### config.mk
export PLATFORM = sky130hd
export DESIGN_NAME = adts_to_flv_audio_repacker_core
export DESIGN_NICKNAME = d
export VERILOG_FILES = /design/src/rtl/adts_flv_pkg.sv /design/src/rtl/adts_flv_front.sv /design/src/rtl/adts_flv_queue.sv /design/src/rtl/adts_flv_back.sv /design/src/rtl/adts_to_flv_audio_repacker_core.sv
export SDC_FILE = /design/constraint.sdc
export NUM_CORES = 1
export LEC_CHECK = 0
export BUFFER_PORTS_ARGS = -buffer_cell sky130_fd_sc_hd__buf_2
export CAP_MARGIN = 20
export CORE_MARGIN = 2
export CORE_UTILIZATION = 56
export DETAILED_ROUTE_END_ITERATION = 8
export PLACE_DENSITY = 0.72
export SYNTH_ARGS = -nofsm -noshare
export SYNTH_HDL_FRONTEND = slang
export SYNTH_SLANG_ARGS = --single-unit
### constraint.sdc
create_clock -name clk -period 4.5 [get_ports clk]
set_clock_uncertainty 0.1 [all_clocks]
set_input_delay 0.9 -clock clk [delete_from_list [all_inputs] [get_ports clk]]
set_output_delay 0.9 -clock clk [all_outputs]
set_load 0.02 [all_outputs]
### src/rtl/adts_flv_pkg.sv
`timescale 1ns / 1ps
// ----------------------------------------------------------------------------
// ADTS to FLV repacker package
// Shared command format between parser and emitter, error codes and the
// fixed bytes of the FLV audio tag body.
// ----------------------------------------------------------------------------
package adts_flv_pkg;

    // error_code values
    localparam logic [1:0] ERR_NONE  = 2'd0;
    localparam logic [1:0] ERR_SYNC  = 2'd1;
    localparam logic [1:0] ERR_TRUNC = 2'd2;
    localparam logic [1:0] ERR_SHORT = 2'd3;

    // ADTS header checks
    localparam logic [7:0] SYNC_BYTE0 = 8'hFF;
    localparam logic [7:0] SYNC_MASK1 = 8'hF6;
    localparam logic [7:0] SYNC_VAL1  = 8'hF0;

    // header lengths without / with CRC
    localparam logic [3:0] HDR_LEN_NO_CRC = 4'd7;
    localparam logic [3:0] HDR_LEN_CRC    = 4'd9;

    // FLV audio tag body bytes
    localparam logic [7:0] FLV_AAC_TAG  = 8'hAF;
    localparam logic [7:0] AAC_SEQ_HDR  = 8'h00;
    localparam logic [7:0] AAC_RAW      = 8'h01;

    // packet_kind values
    localparam logic KIND_SEQ = 1'b0;
    localparam logic KIND_RAW = 1'b1;

    // Result slots of one command, emitted lowest first
    localparam int NUM_SLOTS = 9;
    localparam logic [3:0] SLOT_SEQ_TAG   = 4'd0;
    localparam logic [3:0] SLOT_SEQ_TYPE  = 4'd1;
    localparam logic [3:0] SLOT_ASC0      = 4'd2;
    localparam logic [3:0] SLOT_ASC1      = 4'd3;
    localparam logic [3:0] SLOT_RAW_TAG   = 4'd4;
    localparam logic [3:0] SLOT_RAW_TYPE  = 4'd5;
    localparam logic [3:0] SLOT_DATA      = 4'd6;
    localparam logic [3:0] SLOT_ERR       = 4'd7;
    localparam logic [3:0] SLOT_TRUNC     = 4'd8;

    typedef logic [NUM_SLOTS-1:0] slot_mask_t;

    // One parsed input byte, as the work it leaves for the emitter
    typedef struct packed {
        logic       seq;        // sequence header packet
        logic [7:0] asc0;
        logic [7:0] asc1;
        logic       raw;        // AF 01 opening of a raw packet
        logic       raw_empty;  // frame has no payload
        logic       data;       // one payload byte
        logic [7:0] data_byte;
        logic       data_last;
        logic       err;        // sync or short frame error
        logic [1:0] err_code;
        logic       trunc;      // stream ended inside a frame
    } cmd_t;

    function automatic slot_mask_t cmd_slots(input cmd_t c);
        slot_mask_t m;
        m = {c.trunc, c.err, c.data, c.raw, c.raw, c.seq, c.seq, c.seq, c.seq};
        return m;
    endfunction

endpackage

### src/rtl/adts_flv_front.sv
`timescale 1ns / 1ps
// ----------------------------------------------------------------------------
// ADTS header parser
// Tracks frame position, checks sync and length, and turns each input word
// into a command for the emitter.
// ----------------------------------------------------------------------------
module adts_flv_front
(
    input  logic                 clk,
    input  logic                 rst_n,
    input  logic                 accept,
    input  logic [7:0]           in_byte,
    input  logic                 stream_start,
    input  logic                 stream_end,
    output logic                 push,
    output adts_flv_pkg::cmd_t   cmd
);
    import adts_flv_pkg::*;

    typedef enum logic [1:0] {MODE_HUNT, MODE_HEADER, MODE_PAYLOAD, MODE_HALT} mode_t;

    mode_t       mode_reg, mode_next, mode_e;
    logic [12:0] pos_reg, pos_next, pos_e, pos;
    logic [12:0] flen_reg, flen_next, flen_e, flen_v, pos_inc;
    logic [15:0] hbits_reg, hbits_next, hbits_e;
    logic        crc_absent_reg, crc_absent_next, crc_e;
    logic        sent_reg, sent_next, sent_e;
    logic [3:0]  hlen;
    logic [2:0]  prof;
    logic [3:0]  sfi;
    logic [2:0]  chan;

    always_comb
    begin
        mode_e  = mode_reg;
        pos_e   = pos_reg;
        flen_e  = flen_reg;
        hbits_e = hbits_reg;
        crc_e   = crc_absent_reg;
        sent_e  = sent_reg;
        if (stream_start)
        begin
            mode_e  = MODE_HUNT;
            pos_e   = '0;
            flen_e  = '0;
            hbits_e = '0;
            crc_e   = 1'b1;
            sent_e  = 1'b0;
        end

        mode_next       = mode_e;
        pos_next        = pos_e;
        flen_next       = flen_e;
        hbits_next      = hbits_e;
        crc_absent_next = crc_e;
        sent_next       = sent_e;
        cmd             = '0;

        hlen    = crc_e ? HDR_LEN_NO_CRC : HDR_LEN_CRC;
        pos     = (mode_e == MODE_HEADER) ? pos_e : 13'd0;
        pos_inc = pos + 13'd1;
        flen_v  = flen_e | {10'd0, in_byte[7:5]};
        prof    = {1'b0, hbits_e[15:14]} + 3'd1;
        sfi     = hbits_e[13:10];
        chan    = {hbits_e[8], in_byte[7:6]};

        unique case (mode_e)
            MODE_HUNT, MODE_HEADER:
            begin
                mode_next = MODE_HEADER;
                pos_next  = pos_inc;
                if (pos == 13'd0)
                begin
                    if (in_byte != SYNC_BYTE0)
                    begin
                        cmd.err      = 1'b1;
                        cmd.err_code = ERR_SYNC;
                        mode_next    = MODE_HALT;
                    end
                end
                else if (pos == 13'd1)
                begin
                    if ((in_byte & SYNC_MASK1) != SYNC_VAL1)
                    begin
                        cmd.err      = 1'b1;
                        cmd.err_code = ERR_SYNC;
                        mode_next    = MODE_HALT;
                    end
                    else
                    begin
                        crc_absent_next = in_byte[0];
                    end
                end
                else if (pos == 13'd2)
                begin
                    hbits_next = {in_byte, 8'h00};
                end
                else if (pos == 13'd3)
                begin
                    hbits_next = {hbits_e[15:8], in_byte};
                    flen_next  = {in_byte[1:0], 11'd0};
                    if (!sent_e)
                    begin
                        cmd.seq   = 1'b1;
                        cmd.asc0  = {2'b00, prof, sfi[3:1]};
                        cmd.asc1  = {sfi[0], 1'b0, chan, 3'b000};
                        sent_next = 1'b1;
                    end
                end
                else if (pos == 13'd4)
                begin
                    flen_next = flen_e | {2'b00, in_byte, 3'b000};
                end
                else if (pos == 13'd5)
                begin
                    flen_next = flen_v;
                    if (flen_v < {9'd0, hlen})
                    begin
                        cmd.err      = 1'b1;
                        cmd.err_code = ERR_SHORT;
                        mode_next    = MODE_HALT;
                    end
                end

                if (mode_next == MODE_HEADER && pos == ({9'd0, hlen} - 13'd1))
                begin
                    cmd.raw       = 1'b1;
                    cmd.raw_empty = (flen_next == {9'd0, hlen});
                    if (cmd.raw_empty)
                    begin
                        mode_next = MODE_HUNT;
                        pos_next  = '0;
                    end
                    else
                    begin
                        mode_next = MODE_PAYLOAD;
                    end
                end
            end
            MODE_PAYLOAD:
            begin
                pos_next      = pos_e + 13'd1;
                cmd.data      = 1'b1;
                cmd.data_byte = in_byte;
                cmd.data_last = (pos_next >= flen_e);
                if (cmd.data_last)
                begin
                    mode_next = MODE_HUNT;
                    pos_next  = '0;
                end
            end
            MODE_HALT:
            begin
            end
        endcase

        if (stream_end)
        begin
            if (mode_next == MODE_HEADER || mode_next == MODE_PAYLOAD)
                cmd.trunc = 1'b1;
            mode_next       = MODE_HUNT;
            pos_next        = '0;
            flen_next       = '0;
            hbits_next      = '0;
            crc_absent_next = 1'b1;
            sent_next       = 1'b0;
        end

        push = accept && (cmd.seq || cmd.raw || cmd.data || cmd.err || cmd.trunc);
    end

    always_ff @(posedge clk or negedge rst_n)
    begin
        if (!rst_n)
        begin
            mode_reg       <= MODE_HUNT;
            pos_reg        <= '0;
            flen_reg       <= '0;
            hbits_reg      <= '0;
            crc_absent_reg <= 1'b1;
            sent_reg       <= 1'b0;
        end
        else if (accept)
        begin
            mode_reg       <= mode_next;
            pos_reg        <= pos_next;
            flen_reg       <= flen_next;
            hbits_reg      <= hbits_next;
            crc_absent_reg <= crc_absent_next;
            sent_reg       <= sent_next;
        end
    end

endmodule

### src/rtl/adts_flv_queue.sv
`timescale 1ns / 1ps
// ----------------------------------------------------------------------------
// Command queue
// Small FIFO between parser and emitter.
// ----------------------------------------------------------------------------
module adts_flv_queue
#(
    parameter int DEPTH = 4
)
(
    input  logic                 clk,
    input  logic                 rst_n,
    input  logic                 push,
    input  adts_flv_pkg::cmd_t   push_cmd,
    input  logic                 pop,
    output logic                 full,
    output logic                 not_empty,
    output adts_flv_pkg::cmd_t   head
);
    import adts_flv_pkg::*;

    localparam int PW = (DEPTH > 1) ? $clog2(DEPTH) : 1;
    localparam int CW = $clog2(DEPTH + 1);
    localparam logic [PW-1:0] LAST_PTR = PW'(DEPTH - 1);
    localparam logic [CW-1:0] FULL_CNT = CW'(DEPTH);

    cmd_t          mem [DEPTH];
    logic [PW-1:0] wr_ptr_reg, rd_ptr_reg;
    logic [CW-1:0] count_reg, count_next;
    logic          do_pop;

    assign full      = (count_reg == FULL_CNT);
    assign not_empty = (count_reg != '0);
    assign head      = mem[rd_ptr_reg];
    assign do_pop    = pop && not_empty;

    always_comb
    begin
        count_next = count_reg;
        if (push && !do_pop)
            count_next = count_reg + CW'(1);
        else if (!push && do_pop)
            count_next = count_reg - CW'(1);
    end

    always_ff @(posedge clk)
    begin
        if (push)
            mem[wr_ptr_reg] <= push_cmd;
    end

    always_ff @(posedge clk or negedge rst_n)
    begin
        if (!rst_n)
        begin
            wr_ptr_reg <= '0;
            rd_ptr_reg <= '0;
            count_reg  <= '0;
        end
        else
        begin
            if (push)
                wr_ptr_reg <= (wr_ptr_reg == LAST_PTR) ? '0 : wr_ptr_reg + PW'(1);
            if (do_pop)
                rd_ptr_reg <= (rd_ptr_reg == LAST_PTR) ? '0 : rd_ptr_reg + PW'(1);
            count_reg <= count_next;
        end
    end

endmodule

### src/rtl/adts_flv_back.sv
`timescale 1ns / 1ps
// ----------------------------------------------------------------------------
// Result emitter
// Expands queued commands into output words, one per cycle while out_stall
// is low, through an output register.
// ----------------------------------------------------------------------------
module adts_flv_back
(
    input  logic                 clk,
    input  logic                 rst_n,
    input  logic                 q_not_empty,
    input  adts_flv_pkg::cmd_t   q_head,
    output logic                 q_pop,
    output logic                 out_valid,
    input  logic                 out_stall,
    output logic [7:0]           out_byte,
    output logic                 packet_kind,
    output logic                 first_in_packet,
    output logic                 last_in_packet,
    output logic [1:0]           error_code
);
    import adts_flv_pkg::*;

    cmd_t       cmd_reg, src_cmd;
    slot_mask_t mask_reg, src_mask, rem_mask;
    logic       have_cur, load, emit;
    logic [3:0] slot;

    logic       valid_reg, valid_next;
    logic [7:0] byte_reg, byte_next;
    logic       kind_reg, kind_next;
    logic       first_reg, first_next;
    logic       last_reg, last_next;
    logic [1:0] err_reg, err_next;

    always_comb
    begin
        have_cur = (mask_reg != '0);
        load     = !valid_reg || !out_stall;
        src_cmd  = have_cur ? cmd_reg : q_head;
        src_mask = have_cur ? mask_reg : (q_not_empty ? cmd_slots(q_head) : '0);
        rem_mask = src_mask & (src_mask - slot_mask_t'(1));
        emit     = load && (src_mask != '0);
        q_pop    = load && !have_cur && q_not_empty;

        // lowest pending slot
        slot = SLOT_TRUNC;
        for (int i = NUM_SLOTS - 1; i >= 0; i--)
        begin
            if (src_mask[i])
                slot = 4'(i);
        end

        byte_next  = 8'h00;
        kind_next  = KIND_SEQ;
        first_next = 1'b0;
        last_next  = 1'b0;
        err_next   = ERR_NONE;
        unique case (slot)
            SLOT_SEQ_TAG:
            begin
                byte_next  = FLV_AAC_TAG;
                first_next = 1'b1;
            end
            SLOT_SEQ_TYPE: byte_next = AAC_SEQ_HDR;
            SLOT_ASC0:     byte_next = src_cmd.asc0;
            SLOT_ASC1:
            begin
                byte_next = src_cmd.asc1;
                last_next = 1'b1;
            end
            SLOT_RAW_TAG:
            begin
                byte_next  = FLV_AAC_TAG;
                kind_next  = KIND_RAW;
                first_next = 1'b1;
            end
            SLOT_RAW_TYPE:
            begin
                byte_next = AAC_RAW;
                kind_next = KIND_RAW;
                last_next = src_cmd.raw_empty;
            end
            SLOT_DATA:
            begin
                byte_next = src_cmd.data_byte;
                kind_next = KIND_RAW;
                last_next = src_cmd.data_last;
            end
            SLOT_ERR:
            begin
                last_next = 1'b1;
                err_next  = src_cmd.err_code;
            end
            SLOT_TRUNC:
            begin
                last_next = 1'b1;
                err_next  = ERR_TRUNC;
            end
            default:
            begin
            end
        endcase

        valid_next = load ? emit : valid_reg;
    end

    always_ff @(posedge clk or negedge rst_n)
    begin
        if (!rst_n)
        begin
            mask_reg  <= '0;
            valid_reg <= 1'b0;
        end
        else
        begin
            valid_reg <= valid_next;
            if (emit)
                mask_reg <= rem_mask;
        end
    end

    always_ff @(posedge clk)
    begin
        if (q_pop)
            cmd_reg <= q_head;
        if (emit)
        begin
            byte_reg  <= byte_next;
            kind_reg  <= kind_next;
            first_reg <= first_next;
            last_reg  <= last_next;
            err_reg   <= err_next;
        end
    end

    assign out_valid       = valid_reg;
    assign out_byte        = byte_reg;
    assign packet_kind     = kind_reg;
    assign first_in_packet = first_reg;
    assign last_in_packet  = last_reg;
    assign error_code      = err_reg;

endmodule

### src/rtl/adts_to_flv_audio_repacker_core.sv
`timescale 1ns / 1ps
// ----------------------------------------------------------------------------
// ADTS AAC to FLV audio tag repacker
// Parses an ADTS byte stream and emits FLV audio tag bodies word by word.
// ----------------------------------------------------------------------------
// The block takes one ADTS byte per cycle and never waits on its own work:
// an input word is taken every cycle while the command queue (QUEUE_DEPTH
// entries) has room. Results leave through a registered output at one word per
// unstalled cycle. The first valid header of a stream yields a 4-word sequence
// header (AF 00 plus AudioSpecificConfig) on header byte 3, each frame opens
// with AF 01 on its last header byte (7 bytes, 9 with CRC), and each payload
// byte comes out as one word. A byte may cause up to five words, so the output
// port's one word per cycle sets the sustained rate; header bytes that give no
// result absorb those bursts. A bad syncword or a frame length shorter than
// the header gives one error word and the parser ignores input until
// stream_start or stream_end; stream_end in an open frame appends a truncation
// word, and after stream_end the parser starts fresh on the next byte.
// ----------------------------------------------------------------------------
module adts_to_flv_audio_repacker_core
#(
    parameter int QUEUE_DEPTH = 4
)
(
    input  logic        clk,
    input  logic        rst_n,
    // ADTS input words
    input  logic        in_valid,
    output logic        in_stall,
    input  logic [7:0]  in_byte,
    input  logic        stream_start,
    input  logic        stream_end,
    // FLV tag body words
    output logic        out_valid,
    input  logic        out_stall,
    output logic [7:0]  out_byte,
    output logic        packet_kind,
    output logic        first_in_packet,
    output logic        last_in_packet,
    output logic [1:0]  error_code
);
    import adts_flv_pkg::*;

    logic accept;
    logic push;
    cmd_t push_cmd;
    logic q_full, q_not_empty, q_pop;
    cmd_t q_head;

    // Front side only waits for queue space.
    assign in_stall = q_full;
    assign accept   = in_valid && !q_full;

    adts_flv_front u_front
    (
        .clk          (clk),
        .rst_n        (rst_n),
        .accept       (accept),
        .in_byte      (in_byte),
        .stream_start (stream_start),
        .stream_end   (stream_end),
        .push         (push),
        .cmd          (push_cmd)
    );

    adts_flv_queue #(.DEPTH(QUEUE_DEPTH)) u_queue
    (
        .clk       (clk),
        .rst_n     (rst_n),
        .push      (push),
        .push_cmd  (push_cmd),
        .pop       (q_pop),
        .full      (q_full),
        .not_empty (q_not_empty),
        .head      (q_head)
    );

    // Back side drains the queue; it pops a command while emitting its
    // first word so consecutive payload bytes stream without gaps.
    adts_flv_back u_back
    (
        .clk             (clk),
        .rst_n           (rst_n),
        .q_not_empty     (q_not_empty),
        .q_head          (q_head),
        .q_pop           (q_pop),
        .out_valid       (out_valid),
        .out_stall       (out_stall),
        .out_byte        (out_byte),
        .packet_kind     (packet_kind),
        .first_in_packet (first_in_packet),
        .last_in_packet  (last_in_packet),
        .error_code      (error_code)
    );

endmodule
==> results of run 1 <==
-- per-stage QoR --
| stage | hold slack (ns) | cells | power (mW) | setup slack [ns] | cell area (um^2) |
|---|---|---|---|---|---|
| after floorplan | 0.342 | 711 | 4.36 | 0.00187 | 9260 |
| after global placement | 0.365 | 951 | 4.98 | 0.0447 | 9790 |
| after detailed placement | 0.374 | 951 | 5.05 | -0.164 | 9790 |
| after CTS | 0.388 | 983 | 6.46 | 0.206 | 10300 |
| after global routing | 0.411 | 983 | 6.81 | 0.00828 | 10400 |
| final | 0.391 | 983 | 6.45 | 0.212 | 10400 |
-- logic make-up (layout without fill, tap and decap cells) --
group	after synthesis	after routing
buffers and inverters	50	106
xor gates and xnor gates	17	17
DFF	192	192
adders and majority gates	28	28
muxes	41	41
AOI/OAI and AO/OA	136	136
and+or+nand+nor	247	247
-- power breakdown --
group | total [mW] | internal [mW] | switching (mW)
Combinational | 2.35 | 0.941 | 1.41
Sequential | 2.69 | 2.45 | 0.238
Clock | 1.41 | 0.762 | 0.648
-- worst max-delay path, cell delays in order (launching register included) --
cell	delay, ns
dfrtp_1	0.46
and4_1	0.26
and4_1	0.29
nand2_1	0.09
xor2_1	0.14
nor2_1	0.14
ha_1	0.29
a211oi_1	0.27
o21ai_0	0.13
o21ai_1	0.19
o311ai_2	0.15
buf_4	0.18
o22ai_1	0.25
o31a_4	0.18
ha_1	0.18
inv_1	0.07
fa_1	0.42
xor2_1	0.15
nor2_1	0.11
xor2_1	0.16
-- layout make-up --
type	count	area share
clock inverter	13	0.0108
inverter	18	0.00652
multi-input combinational	469	0.345
clock buffer	19	0.0418
sequential	192	0.531
tap	216	0.0261
timing repair buffer	56	0.0387
-- worst min-delay path by stage --
stage	end	slack, ns	depth (start not counted)
after floorplan	u_front.flen_reg[0]$_DFFE_PN0P_	0.34	2
after global placement	u_queue.count_reg[2]$_DFFE_PN0P_	0.36	1
after detailed placement	u_front.flen_reg[0]$_DFFE_PN0P_	0.37	2
after CTS	u_queue.count_reg[2]$_DFFE_PN0P_	0.39	1
after global routing	u_queue.count_reg[2]$_DFFE_PN0P_	0.41	1
final	u_queue.count_reg[2]$_DFFE_PN0P_	0.39	1
-- repair_timing --
action / 4_1_cts / 5_1_grt
endpoints found under the setup margin: 0 / 2
endpoints found under the hold margin: 0 / 0
gates resized for setup: 0 / 5
-- cell usage in the layout, fill, tap and decap left out, drive strengths merged, types with 4 or more instances in the layout --
cell type and n:
nand4 11, or3 5, xor2 14, a21o 4, a21oi 27, inv 21, nor4 9, edfxtp 139
dfrtp 52, nand2 66, nor2 59, o22ai 4, nor3 15, and4 4, nand3 13, nand3b 4
a2111oi 4, nand2b 4, buf 56, a211oi 6, o31ai 5, mux4 26, clkbuf 19, a31oi 6
ha 27, o21ai 26, mux2i 12, and2 31, a41oi 4, a22oi 4, a22o 17, clkinv 6
nor2b 10
-- metal layers --
layer	wire, um	track usage	share of wire	vias up
met5	13	0	0.00061	-
met4	464	0.0944	0.022	2
met3	1320	0.0569	0.062	49
met2	10400	0.419	0.49	272
met1	9080	0.345	0.43	3137
li1	-	-	-	2811
==> impl_metrics.py, run 1 <==
metrics = {
    "placed_design": {
        "place_congestion": 1.02,
        "portBuffers": 28,
        "dp_hpwl_um": 15000,
    },
    "die": {
        "io_pins": 29,
        "dieArea_um2": 17500,
        "start_util": 0.576,
        "die_w_um": 132,
        "die_h_um": 132,
        "rows": 46,
        "core-area_um2": 16000,
    },
    "clock_tree": {
        "clk_latency_ns": 0.43,
        "hold_buffers": 0,
        "htreeDepth": 4,
        "cts_max_path_buffers": 2,
        "numCtsBuffers": 17,
        "clk_pin_slew_worst_paths_ns": 0.07,
        "cts_setup_buffers": 0,
        "root_buffer": "clkbuf_16",
        "numClockSinks": 192,
        "cts_tree": "yes",
    },
    "layout": {
        "n_fill_cell": 1212,
        "largest_reg_flops": 104,
        "diodes": 0,
        "final_util": 0.647,
        "area.sequential_um2": 5500,
        "area_growth_pct": 12.3,
        "drive_above_1_share": 0.177,
        "multiInputGateArea_um2": 3570,
        "nets": 796,
    },
    "outcome": {
        "status": "complete, no violations",
    },
    "critical_path": {
        "cp-startpoint": "u_front.pos_reg[5]$_DFFE_PN0P_",
        "required_ns": 4.75,
        "cp-endpoint": "u_queue.count_reg[2]$_DFFE_PN0P_",
        "ff2ff_path_depth": 19,
        "crit_fanout": 5,
        "end_kind": "flip-flop",
        "r2r-start": "u_front.pos_reg[5]$_DFFE_PN0P_",
        "r2r_slack_ns": 0.21,
        "crit_type": "reg -> reg",
        "timing.rr.end": "u_queue.count_reg[2]$_DFFE_PN0P_",
        "cp-start-kind": "flip-flop",
        "crit_arrival_ns": 4.53,
    },
    "synthesis": {
        "ys.warnings.count": 0,
        "ys_seq_area_frac": 0.597,
        "synth-edff-count": 139,
        "synth_top_family_by_area": "simple AND/OR/NAND/NOR gates",
        "synthTopCellsByArea": "edfxtp_1 45%, dfrtp_1 14%, mux4_2 6.4%",
        "synth_compound_area_frac": 0.108,
        "synthCells": 711,
        "avgSynthCellArea_um2": 13.0,
        "synth_fa_ha_area_frac": 0.0388,
        "yosys-top-cells-count": "139 x edfxtp_1, 66 x nand2_1, 59 x nor2_1",
        "synth-async-reset-ratio": 0.276,
        "ys_seq_elements": 192,
        "synthMuxAreaShare": 0.0810,
        "yosys.area_share.simple": 0.138,
        "synth.net_count": 753,
        "synth_cell_types": 75,
        "synthXorXnorAreaFrac": 0.0162,
        "synth_top_area_frac": 0.453,
        "synth_ff_type": "edfxtp_1",
        "synth_top_area_cell": "edfxtp_1",
        "yosysMostFrequentCell": "edfxtp_1",
        "synth.cell_area_um2": 9220,
    },
    "flow_run": {
        "maxCapViolations": 0,
    },
    "sta": {
        "max_freq_mhz": 233,
        "post-route-period-util": 0.953,
        "rsz0062_at_grt": "no",
        "setup_viol": 0,
        "period_needed_ns": 4.29,
        "max_slew_margin": 0.414,
        "setup_tns_ns": 0,
        "hold_viol": 0,
        "tightest_slew_ns": 0.872,
        "slew_viol_final": 0,
    },
    "drt": {
        "routed_wl_um": 21300,
        "final_antenna_net_count": 0,
        "drt_iter0_drc": 608,
        "viasPerCell": 6.38,
        "vias": 6271,
        "drc_errors": 0,
        "drt-wirelength-per-cell_um": 21.7,
        "firstDrtPassIters": 5,
    },
    "global_route": {
        "first_global_vias": 6408,
        "grt_pass1_wl_um": 34600,
        "antenna_found_initial": 1,
        "grt_max_degree": 28,
        "grtUsageTotal": 0.258,
        "grt.overflow.total": 0,
    },
    "power_and_ir_drop": {
        "cellLeakagePower_nw": 3.94,
        "power.density_nw_per_um2": 623,
        "max-vdd-ir-drop_v": 0.000372,
    },
    "worst_hold_path": {
        "hp-start": "u_queue.count_reg[2]$_DFFE_PN0P_",
        "min_path_type": "reg -> reg",
    },
}
No activity file was read; power rests on OpenSTA's default activity.
==> inputs of run 2 (changes only) <==
--- a/config.mk
+++ b/config.mk
@@ -8,9 +8,9 @@
 export BUFFER_PORTS_ARGS = -buffer_cell sky130_fd_sc_hd__buf_2
 export CAP_MARGIN = 20
 export CORE_MARGIN = 2
-export CORE_UTILIZATION = 56
+export CORE_UTILIZATION = 50
 export DETAILED_ROUTE_END_ITERATION = 8
-export PLACE_DENSITY = 0.72
+export PLACE_DENSITY = 0.65
 export SYNTH_ARGS = -nofsm -noshare
 export SYNTH_HDL_FRONTEND = slang
 export SYNTH_SLANG_ARGS = --single-unit
==> run 2 against run 1 <==
Effect of this change: fmax increased by 1.2%; final cell count up 1.9%; clock power is essentially flat; flip-flop and latch count unchanged; non-clock buffer count rose by 6; routed wire length fell by 2.2%; global-route usage shrank 3.6 points; sequential share of layout area fell by 0.28 points; setup slack gained 0.049 ns; sequential power about the same; power decreased by 0.40%; largest cell class unchanged.
==> impl_metrics.py, run 2 (synthesis results as in run 1) <==
metrics = {
    "sta": {
        "period_needed_ns": 4.24,
        "post-route-period-util": 0.942,
        "finalWorstSetupSlack_ns": 0.261,
        "setup_viol": 0,
        "tightest_slew_ns": 0.885,
        "max_freq_mhz": 236,
        "rsz0062_at_grt": "no",
        "slew_viol_final": 0,
        "holdWs_ns": 0.398,
        "setup_tns_ns": 0,
        "max_slew_margin": 0.405,
        "hold_viol": 0,
    },
    "clock_tree": {
        "cts_max_path_buffers": 2,
        "numClockSinks": 192,
        "cts_tree": "yes",
        "htreeDepth": 4,
        "root_buffer": "clkbuf_16",
        "clk_latency_ns": 0.43,
        "clk_pin_slew_worst_paths_ns": 0.07,
        "numCtsBuffers": 17,
        "hold_buffers": 0,
    },
    "placed_design": {
        "portBuffers": 28,
        "dp_hpwl_um": 14800,
        "placedInstanceArea_um2": 9830,
        "dpl_worst_slack_ns": -0.163,
        "place_congestion": 0.877,
        "dp_cells": 967,
    },
    "drt": {
        "drt_iter0_drc": 619,
        "viasPerCell": 6.19,
        "drt-wirelength-per-cell_um": 20.8,
        "final_antenna_net_count": 0,
        "vias": 6206,
        "firstDrtPassIters": 5,
        "routed_wl_um": 20800,
        "drc_errors": 0,
    },
    "global_route": {
        "antenna_found_initial": 0,
        "grt_max_degree": 29,
        "first_global_vias": 6136,
        "grtUsageTotal": 0.222,
        "grt_pass1_wl_um": 33400,
        "grt.overflow.total": 0,
    },
    "die": {
        "die_w_um": 140,
        "io_pins": 29,
        "core-area_um2": 18000,
        "dieArea_um2": 19500,
        "start_util": 0.511,
        "rows": 49,
        "die_h_um": 140,
    },
    "flow_run": {
        "maxCapViolations": 0,
    },
    "layout": {
        "nets": 802,
        "fin_area_um2": 10400,
        "final_util": 0.578,
        "diodes": 0,
        "drive_above_1_share": 0.185,
        "area_growth_pct": 13.0,
        "largest_reg_flops": 104,
        "layout_commonest_cell": "edfxtp_1",
        "final_cells": 1002,
        "final_cell_mix": "139 x edfxtp_1, 66 x nand2_1, 58 x nor2_1",
    },
    "power_and_ir_drop": {
        "power_mw": 6.43,
        "max-vdd-ir-drop_v": 0.000448,
        "cellLeakagePower_nw": 3.97,
        "power.density_nw_per_um2": 617,
    },
    "critical_path": {
        "crit_arrival_ns": 4.49,
        "required_ns": 4.75,
        "cp-start-kind": "flip-flop",
        "end_kind": "flip-flop",
        "crit_fanout": 9,
        "crit_type": "reg -> reg",
    },
    "worst_hold_path": {
        "min_path_type": "reg -> reg",
    },
    "outcome": {
        "status": "complete, no violations",
    },
}
## run 2: layout make-up
cell class / count / area [um^2]
Clock buffer: 19 / 433
Clock inverter: 13 / 119
Fill cell: 1492 / 7610
Inverter: 18 / 67.6
Multi-Input combinational cell: 469 / 3560
Sequential cell: 192 / 5510
Tap cell: 229 / 287
Timing Repair Buffer: 62 / 445
## run 2: final timing paths
| check | startpoint | endpoint | slack, ns | cells past startpoint |
|---|---|---|---|---|
| max | u_front.pos_reg[0]$_DFFE_PN0P_ | u_queue.count_reg[2]$_DFFE_PN0P_ | 0.26 | 17 |
| min reg2reg | u_front.flen_reg[0]$_DFFE_PN0P_ | u_front.flen_reg[0]$_DFFE_PN0P_ | 0.40 | 2 |
| min in group asynchronous | rst_n | u_back.mask_reg[1]$_DFFE_PN0P_ | 0.41 | 1 |
| min | u_front.flen_reg[0]$_DFFE_PN0P_ | u_front.flen_reg[0]$_DFFE_PN0P_ | 0.40 | 2 |
| max in group asynchronous | rst_n | u_front.pos_reg[5]$_DFFE_PN0P_ | 3.03 | 2 |
| max reg2reg | u_front.pos_reg[0]$_DFFE_PN0P_ | u_queue.count_reg[2]$_DFFE_PN0P_ | 0.26 | 17 |
## run 2: power by group
part	leakage [nW]	internal, mW	total, mW	switching, mW
clock	0.265	0.763	1.42	0.654
sequential	2.03	2.45	2.69	0.243
combinational	1.68	0.941	2.32	1.38
## run 2: routing by layer
| metal | track usage | share of wire |
|---|---|---|
| met5 | 0 | 0 |
| met4 | 0.0779 | 0.018 |
| met3 | 0.0458 | 0.060 |
| met2 | 0.363 | 0.50 |
| met1 | 0.297 | 0.43 |
## run 2: worst max-delay path, cell delays in order, from the launching register on
cell	delay, ns
dfrtp_1	0.54
nor2b_4	0.25
ha_4	0.19
nand4_1	0.11
xor2_1	0.17
nor2_1	0.18
ha_1	0.30
a2111oi_1	0.40
o311ai_1	0.20
buf_4	0.17
o22ai_1	0.25
o31a_4	0.17
ha_1	0.18
inv_1	0.07
fa_1	0.43
xor2_1	0.15
nor2_1	0.12
xor2_1	0.17
## run 2: what timing repair did
action	in CTS	in global routing
hold endpoints to repair	0	0
buffers inserted	0	3
gates resized for setup	0	5
setup endpoints to repair	0	2
